**config.mk**
```make
export PLATFORM = sky130hd
export DESIGN_NAME = streaming_top_k_select_flat
export DESIGN_NICKNAME = d
export VERILOG_FILES = /design/src/design/stks_pkg.sv /design/src/design/stks_if.sv /design/src/design/streaming_top_k_select.sv /design/src/design/stks_cell.sv /design/src/design/stks_chain.sv /design/src/flat_wrapper.sv
export SDC_FILE = /design/constraint.sdc
export NUM_CORES = 2
export LEC_CHECK = 0
export ABC_AREA = 1
export BUFFER_PORTS_ARGS = -buffer_cell sky130_fd_sc_hd__buf_2
export CORE_MARGIN = 3
export CORE_UTILIZATION = 40
export DETAILED_ROUTE_END_ITERATION = 16
export GPL_TIMING_DRIVEN = 0
export PLACE_DENSITY = 0.57
export SLEW_MARGIN = 20
export SYNTH_ARGS = -nofsm -noshare
export SYNTH_HDL_FRONTEND = slang
export SYNTH_SLANG_ARGS = --single-unit
export TNS_END_PERCENT = 30
```
**constraint.sdc**
```tcl
create_clock -name clock -period 5.14 [get_ports clock]
set_input_delay 0.771 -clock clock [delete_from_list [all_inputs] [get_ports clock]]
set_output_delay 0.771 -clock clock [all_outputs]
set_load 0.01 [all_outputs]
```
**src/design/stks_pkg.sv**
```systemverilog
// Shared types and constants for the streaming top-k selector.
package stks_pkg;

   localparam int VALUE_W = 32;
   localparam int POS_W = 16;
   localparam int KEPT_W = 4;
   localparam int RNUM_W = 3;

   localparam int MAX_RANKS_DEF = 8;
   localparam int MAX_SET_ITEMS_DEF = 65536;
   localparam logic [KEPT_W-1:0] KEPT_COUNT_RESET = KEPT_W'(8);

   typedef struct packed {
      logic                      filled;
      logic signed [VALUE_W-1:0] value;
      logic [POS_W-1:0]          position;
   } slot_type;

   localparam slot_type SLOT_EMPTY = '{filled: 1'b0, value: '0, position: '0};

   typedef enum logic [1:0] {
      CELL_HOLD,
      CELL_INSERT,
      CELL_SHIFT_UP,
      CELL_CLEAR
   } cell_op_type;

   typedef struct packed {
      cell_op_type               op;
      logic signed [VALUE_W-1:0] value;
      logic [POS_W-1:0]          position;
   } chain_ctrl_type;

   typedef enum logic {
      ST_COLLECT,
      ST_REPORT
   } state_type;

endpackage

```
**src/design/stks_if.sv**
```systemverilog
// Request and response channel interfaces of the top-k selector.
interface stks_req_if;
   logic                                valid;
   logic                                ready;
   logic signed [stks_pkg::VALUE_W-1:0] sample_value;
   logic                                set_last;

   modport source (output valid, output sample_value, output set_last, input ready);
   modport sink (input valid, input sample_value, input set_last, output ready);
endinterface

interface stks_rsp_if;
   logic                                valid;
   logic                                ready;
   logic [stks_pkg::RNUM_W-1:0]         rank_number;
   logic [stks_pkg::POS_W-1:0]          rank_position;
   logic signed [stks_pkg::VALUE_W-1:0] rank_value;
   logic                                rank_valid;
   logic                                rank_last;

   modport source (output valid, output rank_number, output rank_position,
                   output rank_value, output rank_valid, output rank_last, input ready);
   modport sink (input valid, input rank_number, input rank_position,
                 input rank_value, input rank_valid, input rank_last, output ready);
endinterface

```
**src/design/streaming_top_k_select.sv**
```systemverilog
// Streaming top-k selector: top level with control and report sequencing.
//
// Usage: values arrive on req_chan, one request per element, numbered from 0
// within a set; set_last closes the set. Every element enters the rank chain
// in the cycle it is accepted, so a set streams in at one element per cycle.
// In the cycle after the set closes, rsp_chan presents rank 0 from the head
// cell; each accepted response shifts the chain up by one cell, so ranks
// leave at one per cycle while the receiver takes them. kept_count
// (csr_wr_en/csr_wr_data, 0 read as 1, clamped to MAX_RANKS) sets how many
// ranks are reported; after the final one the whole chain is cleared in the
// same cycle and req_chan.ready rises again in the next one.
// While responses are pending req_chan.ready stays low; a stalled receiver
// holds the current rank steady and stalls intake with it.
// Reset empties every cell, zeroes the position counter and sets kept_count
// to 8; the block is ready in the first cycle after reset.
module streaming_top_k_select #(
   parameter int MAX_RANKS = stks_pkg::MAX_RANKS_DEF,
   parameter int MAX_SET_ITEMS = stks_pkg::MAX_SET_ITEMS_DEF
) (
   input  logic                        clock,
   input  logic                        reset,
   stks_req_if.sink                    req_chan,
   stks_rsp_if.source                  rsp_chan,
   input  logic                        csr_wr_en,
   input  logic [stks_pkg::KEPT_W-1:0] csr_wr_data
);
   import stks_pkg::*;

   localparam int IDX_W = (MAX_RANKS > 1) ? $clog2(MAX_RANKS) : 1;
   localparam int POS_LIMIT_INT = (MAX_SET_ITEMS - 1 > 65535) ? 65535 : MAX_SET_ITEMS - 1;
   localparam logic [POS_W-1:0] POS_LIMIT = POS_W'(POS_LIMIT_INT);

   state_type          state_ff, state_in;
   logic [KEPT_W-1:0]  kept_count_ff;
   logic [POS_W-1:0]   position_ff, position_in;
   logic [IDX_W-1:0]   rank_ff, rank_in;
   logic [IDX_W-1:0]   last_rank_ff, last_rank_in;
   logic [IDX_W-1:0]   kept_last;
   logic [31:0]        kept_ext;
   logic               req_fire, rsp_fire;
   chain_ctrl_type     chain_ctrl;
   slot_type           head_slot;

   assign req_fire = req_chan.valid && req_chan.ready;
   assign rsp_fire = rsp_chan.valid && rsp_chan.ready;

   // clamp kept_count to 1..MAX_RANKS, held as index of the final rank
   assign kept_ext = 32'(kept_count_ff);
   always_comb begin
      if (kept_ext == 32'd0) begin
         kept_last = '0;
      end else if (kept_ext > 32'(MAX_RANKS)) begin
         kept_last = IDX_W'(MAX_RANKS - 1);
      end else begin
         kept_last = IDX_W'(kept_ext - 32'd1);
      end
   end

   always_ff @(posedge clock) begin
      if (reset) begin
         kept_count_ff <= KEPT_COUNT_RESET;
      end else if (csr_wr_en) begin
         kept_count_ff <= csr_wr_data;
      end
   end

   always_ff @(posedge clock) begin
      if (reset) begin
         state_ff <= ST_COLLECT;
         position_ff <= '0;
         rank_ff <= '0;
         last_rank_ff <= '0;
      end else begin
         state_ff <= state_in;
         position_ff <= position_in;
         rank_ff <= rank_in;
         last_rank_ff <= last_rank_in;
      end
   end

   always_comb begin
      state_in = state_ff;
      position_in = position_ff;
      rank_in = rank_ff;
      last_rank_in = last_rank_ff;
      chain_ctrl.op = CELL_HOLD;
      chain_ctrl.value = req_chan.sample_value;
      chain_ctrl.position = position_ff;
      req_chan.ready = 1'b0;
      rsp_chan.valid = 1'b0;
      case (state_ff)
         ST_COLLECT: begin
            req_chan.ready = 1'b1;
            if (req_fire) begin
               chain_ctrl.op = CELL_INSERT;
               if (req_chan.set_last) begin
                  position_in = '0;
                  rank_in = '0;
                  last_rank_in = kept_last;
                  state_in = ST_REPORT;
               end else if (position_ff < POS_LIMIT) begin
                  position_in = position_ff + POS_W'(1);
               end
            end
         end
         ST_REPORT: begin
            rsp_chan.valid = 1'b1;
            if (rsp_fire) begin
               if (rank_ff == last_rank_ff) begin
                  chain_ctrl.op = CELL_CLEAR;
                  rank_in = '0;
                  state_in = ST_COLLECT;
               end else begin
                  chain_ctrl.op = CELL_SHIFT_UP;
                  rank_in = rank_ff + IDX_W'(1);
               end
            end
         end
         default: begin
            state_in = ST_COLLECT;
         end
      endcase
   end

   stks_chain #(
      .MAX_RANKS (MAX_RANKS)
   ) u_chain (
      .clock     (clock),
      .reset     (reset),
      .ctrl      (chain_ctrl),
      .head_slot (head_slot)
   );

   assign rsp_chan.rank_number = RNUM_W'(rank_ff);
   assign rsp_chan.rank_position = head_slot.filled ? head_slot.position : '0;
   assign rsp_chan.rank_value = head_slot.filled ? head_slot.value : '0;
   assign rsp_chan.rank_valid = head_slot.filled;
   assign rsp_chan.rank_last = (rank_ff == last_rank_ff);

endmodule

```
**src/design/stks_cell.sv**
```systemverilog
// One rank slot of the insertion chain.
module stks_cell (
   input  logic                     clock,
   input  logic                     reset,
   input  stks_pkg::chain_ctrl_type ctrl,
   input  stks_pkg::slot_type       prev_slot,
   input  logic                     prev_ins,
   input  stks_pkg::slot_type       prev_run_first,
   input  stks_pkg::slot_type       next_slot,
   output stks_pkg::slot_type       slot,
   output logic                     ins,
   output stks_pkg::slot_type       run_first
);
   import stks_pkg::*;

   logic                      filled_ff, filled_in;
   logic signed [VALUE_W-1:0] value_ff, value_in;
   logic [POS_W-1:0]          position_ff, position_in;
   logic                      run_start;

   // strict compare keeps the earlier entry ahead on ties
   assign ins = !filled_ff || (ctrl.value > value_ff);

   // this cell opens a run of equal values; pass on the entry heading the run
   assign run_start = !prev_slot.filled || !filled_ff || (prev_slot.value != value_ff);
   assign run_first = run_start ? slot : prev_run_first;

   always_comb begin
      filled_in = filled_ff;
      value_in = value_ff;
      position_in = position_ff;
      case (ctrl.op)
         CELL_INSERT: begin
            if (prev_ins) begin
               // displaced run head lands past its equals; equal entries stay put
               if (prev_slot.filled && run_start) begin
                  filled_in = prev_run_first.filled;
                  value_in = prev_run_first.value;
                  position_in = prev_run_first.position;
               end
            end else if (ins) begin
               filled_in = 1'b1;
               value_in = ctrl.value;
               position_in = ctrl.position;
            end
         end
         CELL_SHIFT_UP: begin
            filled_in = next_slot.filled;
            value_in = next_slot.value;
            position_in = next_slot.position;
         end
         CELL_CLEAR: begin
            filled_in = 1'b0;
         end
         default: begin
         end
      endcase
   end

   always_ff @(posedge clock) begin
      if (reset) begin
         filled_ff <= 1'b0;
      end else begin
         filled_ff <= filled_in;
      end
   end

   always_ff @(posedge clock) begin
      value_ff <= value_in;
      position_ff <= position_in;
   end

   assign slot = '{filled: filled_ff, value: value_ff, position: position_ff};

endmodule

```
**src/design/stks_chain.sv**
```systemverilog
// Row of rank cells; rank 0 sits at the head.
module stks_chain #(
   parameter int MAX_RANKS = stks_pkg::MAX_RANKS_DEF
) (
   input  logic                     clock,
   input  logic                     reset,
   input  stks_pkg::chain_ctrl_type ctrl,
   output stks_pkg::slot_type       head_slot
);
   import stks_pkg::*;

   slot_type slots [MAX_RANKS];
   slot_type firsts [MAX_RANKS];
   logic     ins [MAX_RANKS];

   for (genvar j = 0; j < MAX_RANKS; j++) begin : g_cell
      slot_type prev_slot, next_slot, prev_first;
      logic     prev_ins;

      if (j == 0) begin : g_first
         assign prev_slot = SLOT_EMPTY;
         assign prev_ins = 1'b0;
         assign prev_first = SLOT_EMPTY;
      end else begin : g_mid
         assign prev_slot = slots[j-1];
         assign prev_ins = ins[j-1];
         assign prev_first = firsts[j-1];
      end

      if (j == MAX_RANKS - 1) begin : g_tail
         assign next_slot = SLOT_EMPTY;
      end else begin : g_body
         assign next_slot = slots[j+1];
      end

      stks_cell u_cell (
         .clock          (clock),
         .reset          (reset),
         .ctrl           (ctrl),
         .prev_slot      (prev_slot),
         .prev_ins       (prev_ins),
         .prev_run_first (prev_first),
         .next_slot      (next_slot),
         .slot           (slots[j]),
         .ins            (ins[j]),
         .run_first      (firsts[j])
      );
   end

   assign head_slot = slots[0];

endmodule

```
**src/flat_wrapper.sv**
```systemverilog
// flat-port wrapper written by rule: the top's interface ports become plain ports
module streaming_top_k_select_flat import stks_pkg::*;
#(
   parameter int MAX_RANKS = stks_pkg::MAX_RANKS_DEF,
   parameter int MAX_SET_ITEMS = stks_pkg::MAX_SET_ITEMS_DEF
)
  (clock, reset, csr_wr_en, csr_wr_data, req_chan_valid, req_chan_sample_value, req_chan_set_last, req_chan_ready, rsp_chan_valid, rsp_chan_rank_number, rsp_chan_rank_position, rsp_chan_rank_value, rsp_chan_rank_valid, rsp_chan_rank_last, rsp_chan_ready);
  stks_req_if req_chan_i ();
  stks_rsp_if rsp_chan_i ();
  input  logic clock;
  input  logic reset;
  input  logic csr_wr_en;
  input  logic [stks_pkg::KEPT_W-1:0] csr_wr_data;
  input wire logic [$bits(req_chan_i.valid)-1:0] req_chan_valid;
  input wire logic [$bits(req_chan_i.sample_value)-1:0] req_chan_sample_value;
  input wire logic [$bits(req_chan_i.set_last)-1:0] req_chan_set_last;
  output wire logic [$bits(req_chan_i.ready)-1:0] req_chan_ready;
  output wire logic [$bits(rsp_chan_i.valid)-1:0] rsp_chan_valid;
  output wire logic [$bits(rsp_chan_i.rank_number)-1:0] rsp_chan_rank_number;
  output wire logic [$bits(rsp_chan_i.rank_position)-1:0] rsp_chan_rank_position;
  output wire logic [$bits(rsp_chan_i.rank_value)-1:0] rsp_chan_rank_value;
  output wire logic [$bits(rsp_chan_i.rank_valid)-1:0] rsp_chan_rank_valid;
  output wire logic [$bits(rsp_chan_i.rank_last)-1:0] rsp_chan_rank_last;
  input wire logic [$bits(rsp_chan_i.ready)-1:0] rsp_chan_ready;
  assign req_chan_i.valid = req_chan_valid;
  assign req_chan_i.sample_value = req_chan_sample_value;
  assign req_chan_i.set_last = req_chan_set_last;
  assign req_chan_ready = req_chan_i.ready;
  assign rsp_chan_valid = rsp_chan_i.valid;
  assign rsp_chan_rank_number = rsp_chan_i.rank_number;
  assign rsp_chan_rank_position = rsp_chan_i.rank_position;
  assign rsp_chan_rank_value = rsp_chan_i.rank_value;
  assign rsp_chan_rank_valid = rsp_chan_i.rank_valid;
  assign rsp_chan_rank_last = rsp_chan_i.rank_last;
  assign rsp_chan_i.ready = rsp_chan_ready;
  streaming_top_k_select #(.MAX_RANKS(MAX_RANKS), .MAX_SET_ITEMS(MAX_SET_ITEMS)) u_core (.clock(clock), .reset(reset), .req_chan(req_chan_i), .rsp_chan(rsp_chan_i), .csr_wr_en(csr_wr_en), .csr_wr_data(csr_wr_data));
endmodule
```
* Yosys cells after proc, flatten, opt, wreduce, memory -nomap -nowiden
Cells that the tools add are included.
Word-level totals: input bits 42, flip-flop bits (word level) 419, logic and storage cells 254, output and inout port bits 55
Operators by class: reduce and logical (&&, ||, !) cells 64, eq/ne operators 29, multiplexer cells 118, add/sub/neg operators 3, bitwise logic cells 1, $lt $le $gt $ge 10
Operators by type and width (count):
- $mux W32 | 23
- $pmux W32 S2 | 8
- $mux W16 | 25
- $mux W49 | 6
- $gt A32 B32 Y1 | 8
- $pmux W16 S2 | 8
- $ne A32 B32 Y1 | 7
- $reduce_and A3 Y1 | 17
- $logic_not A32 Y1 | 1
- $mux W1 | 30
- $logic_or A1 B1 Y1 | 22
- $ne A3 B1 Y1 const B | 7
- $ne A3 B2 Y1 const B | 7
- $pmux W1 S3 | 7
- $mux W3 | 6
- $add A16 B1 Y16 const B | 1
- $lt A16 B16 Y1 const B | 1
- $logic_and A1 B1 Y1 | 9
- $logic_not A1 Y1 | 8
- $pmux W3 S2 | 1
- $reduce_bool A2 Y1 | 3
- $eq A2 B2 Y1 const B | 2
- $gt A4 B4 Y1 const B | 1
- $ne A2 B1 Y1 const B | 2
- 12 further kinds | 15

* Depth between registers and ports, before layout
depth in word-level cells 12, gate-level depth with buffers 24, depth with buffers taken out 23

* Hierarchy
Synthesis repeated with hierarchy kept, for this count alone.
Second synthesis, totals: cell total of the unflattened synthesis 5405, area, all modules 37870.1 um^2
Modules (own cells, without submodules):
- stks_cell at u_core.u_chain.g_cell[0].u_cell ... | cells each 632, sequential area each 1461.4 um^2, instances 5, area an instance 4486.8 um^2
- stks_cell at u_core.u_chain.g_cell[6].u_cell ... | cells each 635, sequential area each 1461.4 um^2, instances 2, area an instance 4504.3 um^2
- stks_cell at u_core.u_chain.g_cell[1].u_cell | cells each 629, sequential area each 1461.4 um^2, instances 1, area an instance 4480.5 um^2
- streaming_top_k_select | cells each 345, sequential area each 540.5 um^2, instances 1, area an instance 1943.1 um^2
- stks_chain | cells each 1, sequential area each 0.0 um^2, instances 1, area an instance 3.8 um^2

* Worst setup path before layout
No wires, ideal clock.
path type input port to flip-flop, from input req_chan_sample_value[31], to register u_core.u_chain.g_cell[1].u_cell.position_ff[0] (enable), library setup time 0.470 ns, stages on the path 14, path slack 0.126 ns, arrival 4.545 ns, required time 4.670 ns, buffers on the path 1, path through ha_1 nand2_1 nor2_1 nand4_1 a21oi_1 nor2_1 nand2_1 nand2_1 nand2_1 nand2_1 nand2_1 buf_2 nand2_1 a21oi_1
Between the ends: longest elaborated chain between the ends 4, elaborated cells between the ends (all ways) 7, classes of those cells 2 x order compare; 2 x eq/ne; 3 x reduce/logical
Ends and longest elaborated chain:
- start, declared | RTL line flat_wrapper.sv:15 | input wire logic [$bits(req_chan_i.sample_value)-1:0] req_chan_sample_value;
- $gt A32 B32 Y1 | RTL line stks_cell.sv:22 | assign ins = !filled_ff || (ctrl.value > value_ff);
- $logic_or A1 B1 Y1 | RTL line stks_cell.sv:22
- $ne A3 B2 Y1 (no line) or $ne A3 B1 Y1 (tied branches)
- $reduce_and A3 Y1 (no line) (*)
- end signal, assigned | RTL line stks_cell.sv:70 | position_ff <= position_in;
- end, declared | RTL line stks_cell.sv:18 | logic [POS_W-1:0] position_ff, position_in;
Mark *: on every way between the ends. The rest lies on a longest branch, timed or not. A chain may end at the register's enable or synchronous reset.

* Worst setup path after layout
from register u_core.u_chain.g_cell[1].u_cell.value_ff[23], to register u_core.u_chain.g_cell[2].u_cell.value_ff[13] (enable)
Between the ends: longest elaborated chain between the ends 5, elaborated cells between the ends (all ways) 8, classes of those cells 1 x order compare; 3 x eq/ne; 4 x reduce/logical
Ends and longest elaborated chain:
- start, declared | RTL line stks_cell.sv:17 | logic signed [VALUE_W-1:0] value_ff, value_in;
- start signal, assigned | RTL line stks_cell.sv:69 | value_ff <= value_in;
- parallel branches: the longest is 4 deep, another holds $gt A32 B32 Y1
- $reduce_and A3 Y1 (no line) (*)
- end signal, assigned | RTL line stks_cell.sv:69
- end, declared | RTL line stks_cell.sv:17
Every way passes the cells marked *.

==> out/metrics.cfg <==
[cts]
cts_sinks=419
cts_max_level=2
cts_root_buffer=clkbuf_16
holdBufCountCts=0
clk_latency_ns=0.63
cts_tree=yes
clk_path_buf_depth=3
cts_made_buffers=52
post_cts_buffers=0
clkTransAtPathRegs_ns=0.06
ctsResizeCount=0

[setup_path]
worstSetupPathType=reg2reg
critPathSlowestCell=nor2_4
crit_top_cell=nand2_1
rrSetupSlack_ns=0.62
path_cells=inv_1 -> ha_1 -> nand2_1 -> nor2_1 -> nand4_1 -> nor4_1 -> nand4_1 -> nand2_1 -> nand2_1 -> buf_2 -> nand2_1 -> nand2_1 -> nor2_4 -> buf_12
worstPathArrival_ns=4.82
r2r_start=u_core.u_chain.g_cell[1].u_cell.value_ff[23]$_DFFE_PP_
required_ns=5.45
cp-start-kind=flip-flop
path_max_fanout=27
ff2ff_path_depth=14
critPathCaptureType=flip-flop
r2r_end=u_core.u_chain.g_cell[2].u_cell.value_ff[13]$_DFFE_PP_
critPathMaxStageDelay_ns=0.54

[logic_synthesis]
yosysTopAreaCellShare_pct=36.0
synth.ff_latch_count=419
yosys-top-cells-count=nand2_1 (991), o21ai_0 (632), inv_1 (505)
synth_most_common_cell=nand2_1
syn-num-nets=4605
yosysWarnings=0
synthFlopType=edfxtp_1
synth_cell_types=47
postSynthAreaPerCell_um2=7.45
yosysSeqAreaShare_pct=38.2
yosys.area.top_type=edfxtp_1
synth_area_leaders=edfxtp_1 (36%), nand2_1 (12%), ha_1 (10%)
syn-instance-count=4304
synth_area_um2=32100
synthArstFlopShare_pct=0
synth_edf_count=384

[die]
core-area_um2=79100
die-area_um2=83600
rows=103
chipWidth_um=289
num_io_pins=97
start_util_pct=40.5
die_y_um=289

[grt]
grt.total_usage_pct=30.5
grt_pass1_wl_mm=188
grt_pass1_vias=28600
overflow=0
antenna_found_initial=0
grt_max_degree=49

[timing]
hold_ws_ns=0.380
worst_pin_slew_ns=1.07
setup_viol=0
finalHoldViolations=0
fmax_mhz=221
drv_slew=0
skew_ns=0.0266
rsz0062_at_grt=no
slew_headroom_pct=27.9
min_period_ns=4.52
period_share_pct=87.9

[placed_design]
port_buffers=95
dp_hpwl_mm=109
gp_congestion=1.03

[power_and_ir_drop]
power_density_nw_per_um2=336
ir_drop_mv=0.250
total_leakage_power_nw=15.9

[hold_path]
hold_end=u_core.kept_count_ff[3]$_SDFFE_PP1P_
hold-path-cell-count=3
hp-start=csr_wr_data[3]
min_path_type=in2reg

[status]
outcome=finished, final reports clean

[drt]
dr.pass1.iters=6
vias_per_cell=5.62
drt-initial-drc-count=3826
routed_wl_mm=130
routedWlPerCell_um=23.5
num_vias=31200
ant_nets=0
drc=0

[flow_run]
max_cap_violations=0

[final_layout]
area_delta_synth_final_pct=11.7
final_nets=4764
n_fill_cell=8240
drive_above_1_share_pct=6.01
final_core_util_pct=45.3

==> final cells by class <==
| cell class | count | area (um2) | area share (%) |
|---|---|---|---|
| Multi-Input combinational cell | 3175 | 17100 | 47.8 |
| Sequential cell | 419 | 12200 | 34.1 |
| Inverter | 531 | 2000 | 5.58 |
| Clock buffer | 68 | 1470 | 4.09 |
| Tap cell | 1050 | 1310 | 3.67 |
| Buffer | 179 | 752 | 2.10 |
| Timing Repair Buffer | 105 | 721 | 2.01 |
| Clock inverter | 29 | 196 | 0.548 |
| Antenna cell | 2 | 5.00 | 0.0140 |
==> worst max-delay path by stage <==
| stage | depth (start not counted) | slack (ns) | from | endpoint |
|---|---|---|---|---|
| after detailed placement | 14 | 0.14 | req_chan_sample_value[23] | u_core.u_chain.g_cell[2].u_cell.value_ff[14]$_DFFE_PP_ |
| after CTS | 14 | 0.66 | u_core.u_chain.g_cell[1].u_cell.value_ff[23]$_DFFE_PP_ | u_core.u_chain.g_cell[2].u_cell.value_ff[6]$_DFFE_PP_ |
| after global routing | 14 | 0.50 | u_core.u_chain.g_cell[1].u_cell.value_ff[23]$_DFFE_PP_ | u_core.u_chain.g_cell[2].u_cell.value_ff[11]$_DFFE_PP_ |
| after floorplan | 14 | 0.13 | req_chan_sample_value[31] | u_core.u_chain.g_cell[1].u_cell.position_ff[0]$_DFFE_PP_ |
| after global placement | 19 | -2.71 | req_chan_sample_value[0] | u_core.u_chain.g_cell[1].u_cell.value_ff[14]$_DFFE_PP_ |
| final | 14 | 0.62 | u_core.u_chain.g_cell[1].u_cell.value_ff[23]$_DFFE_PP_ | u_core.u_chain.g_cell[2].u_cell.value_ff[13]$_DFFE_PP_ |
==> flip-flops by register name (all words and copies together) (netlist names) <==
register	flops
u_core.kept_count_ff	4
u_core.u_chain.g_cell.u_cell.filled_ff	8
u_core.position_ff	16
u_core.rsp_chan.rank_number	3
u_core.state_ff	1
u_core.u_chain.g_cell.u_cell.position_ff	128
u_core.u_chain.g_cell.u_cell.value_ff	256
u_core.last_rank_ff	3
==> per-stage QoR <==
step	std cells	setup WS, ns	total power, mW	setup TNS (ns)	instance area, um2
global placement	5449	-2.71	8.23	-687.14	33800
detailed placement	5459	0.137	8.32	0	34200
finish	5558	0.623	12.0	0	35800
floorplan	4304	0.126	6.98	0	32100
global route	5556	0.504	12.6	0	35800
CTS	5556	0.656	12.0	0	35800
==> power breakdown <==
part | switching, mW | internal, mW
clock network | 1.58 | 2.09
logic | 2.47 | 1.14
registers | 0.384 | 4.36
total | 4.44 | 7.60
==> per-layer routing <==
layer	vias to the layer above	share of wire, %	track usage, %
met2	1520	40	43.9
met3	194	8.9	4.34
met4	0	4.2	11.3
met1	14400	46	46.0
met5	-	0	0
li1	15100	-	-
==> placed cells by master, fill, tap and decap left out, types with 32 or more instances in the layout <==
cell type,instances
edfxtp_1,384
a21oi_1,340
xnor2_1,49
nor4_1,32
clkbuf_16,55
o22ai_1,82
ha_1,259
inv_1,504
clkbuf_1,140
dfxtp_1,35
nand2_1,991
o21ai_0,632
a22oi_1,32
nor2_1,288
nor3_1,45
buf_2,124
nand4_1,70
nand3_1,216
==> critical path: cells and delay by family (launching register included) <==
family / cells / cell delay, ns
adder cells (fa/ha/maj): 1 / 0.32
buffers and inverters: 3 / 0.75
flip-flops: 1 / 0.41
AND/OR/NAND/NOR: 10 / 2.69
==> cell families (layout without fill, tap and decap cells) <==
kind of cell    Yosys count  count (layout)  share of synthesized area, %
buf+inv                 710             912                          8.57
flops                   419             419                          38.2
simple gates           1694            1694                          22.2
other cells               0               2                             0
compound gates         1144            1144                          18.8
fa+ha+maj               259             259                          10.1
xor+xnor                 78              78                          2.13
Note: power is estimated with default switching activity, not from simulation.
